===== src/ddo_pkg.sv =====
// Shared types, field widths, constants and the arctangent table of the odometry block.
package ddo_pkg;

  localparam int ANGLE_BITS_DEF   = 32;
  localparam int CORDIC_STEPS_DEF = 16;

  localparam int COUNT_W    = 32;
  localparam int DEG_IN_W   = 9;
  localparam int DIST_OUT_W = 31;
  localparam int DEG_OUT_W  = 9;
  localparam int RAD_OUT_W  = 3;
  localparam int POS_OUT_W  = 32;
  localparam int CFG_IDX_W  = 1;
  localparam int CFG_DATA_W = 32;
  localparam int MUL_W      = 32;
  localparam int ATAN_IDX_W = 5;

  localparam int DEG_TURN = 360;
  localparam int DEG_MAX  = 359;
  localparam int RAD_MAX  = 6;

  // ceil(2^RECIP_SHIFT / 360): exact floor(x / 360) for any x below 360 * 360.
  localparam int          RECIP_SHIFT = 26;
  localparam logic [31:0] RECIP_360   =
    32'(((64'd1 << RECIP_SHIFT) + 64'(DEG_MAX)) / 64'(DEG_TURN));

  localparam logic [CFG_DATA_W-1:0] DPC_RESET = 32'd2000000;
  localparam logic [CFG_DATA_W-1:0] TG_RESET  = 32'd22000000;

  localparam logic signed [31:0] CORDIC_K   = 32'sd652032874;
  localparam logic [31:0]        TWO_PI_Q28 = 32'd1686629713;
  localparam logic [46:0]        DIST_MAX   = 47'h7FFF_FFFF_FFFF;

  localparam logic [CFG_IDX_W-1:0] CFG_DIST_PER_COUNT = 1'b0;
  localparam logic [CFG_IDX_W-1:0] CFG_TURN_GAIN      = 1'b1;

  typedef enum logic [4:0] {
    ST_IDLE,
    ST_SQ,
    ST_SR,
    ST_SC,
    ST_SET,
    ST_ML,
    ST_MR,
    ST_MRW,
    ST_DIFF,
    ST_TA,
    ST_TB,
    ST_HEAD,
    ST_CINIT,
    ST_CORD,
    ST_PA,
    ST_PB,
    ST_PM,
    ST_PP,
    ST_RAD,
    ST_OUT
  } state_t;

  // atan(2^-i) as a fraction of a turn, 2^32 per turn.
  function automatic logic [31:0] atan_val(input logic [ATAN_IDX_W-1:0] idx);
    logic [31:0] v;
    unique case (idx)
      5'd0:    v = 32'h2000_0000;
      5'd1:    v = 32'h12E4_051E;
      5'd2:    v = 32'h09FB_385B;
      5'd3:    v = 32'h0511_11D4;
      5'd4:    v = 32'h028B_0D43;
      5'd5:    v = 32'h0145_D7E1;
      5'd6:    v = 32'h00A2_F61E;
      5'd7:    v = 32'h0051_7C55;
      5'd8:    v = 32'h0028_BE53;
      5'd9:    v = 32'h0014_5F2F;
      5'd10:   v = 32'h000A_2F98;
      5'd11:   v = 32'h0005_17CC;
      5'd12:   v = 32'h0002_8BE6;
      5'd13:   v = 32'h0001_45F3;
      5'd14:   v = 32'h0000_A2FA;
      5'd15:   v = 32'h0000_517D;
      5'd16:   v = 32'h0000_28BE;
      5'd17:   v = 32'h0000_145F;
      5'd18:   v = 32'h0000_0A30;
      5'd19:   v = 32'h0000_0518;
      5'd20:   v = 32'h0000_028C;
      5'd21:   v = 32'h0000_0146;
      5'd22:   v = 32'h0000_00A3;
      5'd23:   v = 32'h0000_0051;
      default: v = 32'h0000_0000;
    endcase
    return v;
  endfunction

endpackage


===== src/ddo_mul.sv =====
// Shared unsigned multiplier with a registered product.
module ddo_mul (
  input  logic                          clk,
  input  logic [ddo_pkg::MUL_W-1:0]     a,
  input  logic [ddo_pkg::MUL_W-1:0]     b,
  output logic [2*ddo_pkg::MUL_W-1:0]   p_r
);

  logic [2*ddo_pkg::MUL_W-1:0] p_nxt;

  assign p_nxt = a * b;

  always_ff @(posedge clk) begin
    p_r <= p_nxt;
  end

endmodule


===== config.mk =====
export PLATFORM = sky130hd
export DESIGN_NAME = ddo_mul
export DESIGN_NICKNAME = d
export VERILOG_FILES = /design/src/ddo_pkg.sv /design/src/ddo_mul.sv
export SDC_FILE = /design/constraint.sdc
export NUM_CORES = 2
export LEC_CHECK = 0
export BUFFER_PORTS_ARGS = -buffer_cell sky130_fd_sc_hd__buf_4
export CAP_MARGIN = 0
export CORE_UTILIZATION = 50
export CTS_BUF_LIST = sky130_fd_sc_hd__clkbuf_8
export CTS_CLUSTER_SIZE = 10
export DETAILED_ROUTE_END_ITERATION = 8
export PLACE_DENSITY = 0.7
export SYNTH_ARGS = -nofsm -noshare
export SYNTH_HDL_FRONTEND = slang
export SYNTH_SLANG_ARGS = --single-unit

===== constraint.sdc =====
create_clock -name clk -period 12 [get_ports clk]
set_input_delay 0.6 -clock clk [delete_from_list [all_inputs] [get_ports clk]]
set_output_delay 0.6 -clock clk [all_outputs]
set_load 0.1 [all_outputs]

Word-level counts from Yosys, hierarchy flattened --
Index checks and enable logic that the tools add are counted.
Cells by class: multiply operators 1
Operators by type and width (count):
- $mul A32 B32 Y64 | 1
Word-level totals: logic and storage cells 2, register bits 64, output and inout bits 64

Depth between registers and ports, before layout --
depth in word-level cells 1, depth in mapped cells 29, mapped depth without buffers 27

Least setup slack after synthesis --
No wires, ideal clock.
kind input to register, from input port a[25] in the netlist's numbering, to register p_r[62] in the netlist's numbering, required time 11.928 ns, cell stages on the path 25, library setup time 0.072 ns, arrival 7.276 ns, setup slack 4.652 ns, path buffers 2, cell sequence clkbuf_1 > nand2_1 > fa_1 > inv_1 > fa_1 > inv_1 > fa_1 > inv_1 > fa_1 > fa_1 > fa_1 > fa_1 > inv_1 > fa_1 > inv_1 > ha_1 > buf_2 > nand4_1 > or4_1 > or3_1 > a31oi_1 > a31o_2 > a211oi_1 > o21ai_1 > xor2_1
Between the ends: longest elaborated chain between the ends 1
Ends and longest elaborated chain:
- start: declaration | line ddo_mul.sv:4 | input logic [ddo_pkg::MUL_W-1:0] a,
- $mul A32 B32 Y64 | line ddo_mul.sv:11 | assign p_nxt = a * b;
- via p_nxt (one bit) | line ddo_mul.sv:9 | logic [2*ddo_pkg::MUL_W-1:0] p_nxt;
- end signal: assignment | line ddo_mul.sv:14 | p_r <= p_nxt;
- end: declaration | line ddo_mul.sv:6 | output logic [2*ddo_pkg::MUL_W-1:0] p_r
The timed path passes the listed nets, and every way through them passes these cells.

Final worst setup path --
from input port b[8] in the netlist's numbering, to register p_r[62] in the netlist's numbering
Between the ends: longest elaborated chain between the ends 1
Ends and longest elaborated chain:
- start: declaration | line ddo_mul.sv:5 | input logic [ddo_pkg::MUL_W-1:0] b,
- $mul A32 B32 Y64 | line ddo_mul.sv:11
- via p_nxt (one bit) | line ddo_mul.sv:9
The timed path passes the listed nets, and every way through them passes these cells.

==> impl_metrics.tcl <==
set metrics [dict create \
    ys_warn_count 0 \
    max_slew.worst_pin.slew_ns 0.682 \
    hold_viol 0 \
    cts_made_buffers 9 \
    syn_area_um2 34600 \
    cts_tree "yes" \
    fmax_ghz 0.126 \
    synth_seq_area_share_pct 3.70 \
    setup_viol_count_final 0 \
    place_area_um2 35900 \
    avgSynthCellArea_um2 9.21 \
    end_kind "flop" \
    min_period_ns 7.94 \
    dieArea_um2 70300 \
    core-area_um2 68600 \
    dr.first_iter.drc_count 1329 \
    root_buffer "clkbuf_8" \
    relSlewSlack_pct 54.2 \
    grt_pass1_vias 27100 \
    synth_top_flop_cell "dfxtp_1" \
    drive_above_1_share_pct 4.19 \
    path_class "in -> reg" \
    synth_edf_count 0 \
    outcome "finished, final reports clean" \
    final_nets 4894 \
    stdcell_area_um2 36100 \
    startpoint_type "primary input" \
    start_util_pct 50.5 \
    clk_pin_slew_worst_paths_ns 0.07 \
    slew_viol_final 0 \
    utilization_pct 52.7 \
    n_antenna_cell 0 \
    synth-async-reset-ratio_pct 0 \
    grt_pass1_wl_um 145000 \
    maxCapViolCount 0 \
    grt_util_all_layers_pct 26.8 \
    holdWs_ns 0.765 \
    largest_reg_flops 64 \
    routed_via_density 5.37 \
    mappedNetlistNets 4982 \
    gp_congestion 0.917 \
    routedWlPerCell_um 19.4 \
    synth-seq-cells 64 \
    synth_cell_types 56 \
    die_y_um 265 \
    cts_setup_buffers 0 \
    grt_overflow 0 \
    hold_buffers 0 \
    grt_max_degree 33 \
    drtPass1Iterations 8 \
    io_buffers 128 \
    cts.path.max_buffers 2 \
    final.setup.tns_ns 0 \
    die_x_um 265 \
    reg.largest.list "p_r (64)" \
    postCtsResizedCells 0 \
    cts_sinks 64 \
    area_growth_pct 4.31 \
    hpwlAfterDp_um 71700 \
    rsz0062_at_grt "no" \
    netlist_instances 3758 \
    rows 96 \
    htree_levels 3 \
    ant_nets 0 \
    worstPathMaxFanout 32 \
    antenna_found_initial 2 \
    via_count 24800 \
    wirelength_um 89500 \
    drc 0 \
    critical_path_required_ns 12.29 \
    hp-class "in -> reg" \
    largest_register "p_r" \
    fin_crit_sh_pct 66.1 \
    cp.arrival_ns 8.22 \
    pin_count 129 \
]
logic make-up (layout without fill, tap and decap cells):
| group | count (synthesis) | in the layout | share of synthesized area [%] |
|---|---|---|---|
| adder cells (fa/ha/maj) | 1159 | 1159 | 61.3 |
| multiplexers | 1 | 1 | 0.0289 |
| buffers and inverters | 1090 | 1007 | 11.9 |
| XOR/XNOR | 59 | 59 | 1.49 |
| flip-flops | 64 | 64 | 3.70 |
| AO/OA/AOI/OAI | 205 | 205 | 3.92 |
| AND/OR/NAND/NOR | 1180 | 1180 | 17.7 |
cells in the mapped netlist, drive strengths merged (5+ instances only):
cell type,number,area share [%]
a21oi,70,1.0
and2,603,11
nand4,24,0.43
xor2,26,0.66
buf,11,0.15
o21bai,10,0.22
nor3,5,0.072
or3,5,0.090
inv,863,9.4
a21o,37,0.80
a31oi,12,0.23
nor2,21,0.23
fa,896,52
ha,263,9.5
and3,14,0.25
dfxtp,64,3.7
o21ai,30,0.43
o21a,8,0.17
xnor2,33,0.83
nand3,12,0.17
clkbuf,216,2.3
nand2,478,5.2
cell type report:
class,count,area (um^2)
Timing Repair Buffer,128,961
Fill cell,6307,32500
Inverter,863,3240
Clock inverter,5,80.1
Clock buffer,11,151
Multi-Input combinational cell,2604,29200
Sequential cell,64,1280
Tap cell,931,1160
worst paths after layout:
check                 slack [ns]  startpoint       to  cells past startpoint
worst max-delay path        4.06        b[8]  p_r[62]                     24
worst min-delay path        0.77        b[0]   p_r[0]                      2
through the flow:
| stage | instances | setup WS (ns) |
|---|---|---|
| after floorplan | 3758 | 4.65 |
| after global placement | 4590 | 3.91 |
| after detailed placement | 4590 | 3.81 |
| after CTS | 4606 | 4.20 |
| after global routing | 4606 | 3.80 |
| final | 4606 | 4.06 |
critical path, stage by stage:
cell      delay, ns
buf_4          0.37
nand2_1        0.15
fa_1           0.55
inv_1          0.06
fa_1           0.53
inv_1          0.06
fa_1           0.53
inv_1          0.05
fa_1           0.48
fa_1           0.57
fa_1           0.43
fa_1           0.51
inv_1          0.05
fa_1           0.47
inv_1          0.04
ha_1           0.41
nand4_1        0.23
or4_1          0.46
or3_1          0.36
a31oi_1        0.57
a31o_2         0.30
a211oi_1       0.11
o21ai_1        0.17
xor2_1         0.15
placed cells by master, fill, tap and decap left out, types with 14 or more instances in the layout:
cell	instances
ha_1	263
inv_1	864
dfxtp_1	64
and3_1	14
nand4_1	24
o21ai_0	28
fa_1	896
xnor2_1	33
buf_4	128
and2_1	603
a21oi_1	68
nor2_1	21
a21o_1	37
xor2_1	26
nand2_1	478
metal layers:
metal	vias up	share of wire (%)	global-route usage (%)
met2	847	52	48.0
li1	10700	-	-
met5	-	0	0
met4	0	6.2	14.0
met1	13000	37	31.6
met3	264	4.6	3.01
Power is left out: the tool's default activity adds up to more than one toggle a clock period on the data nets, which glitch-free logic cannot reach.
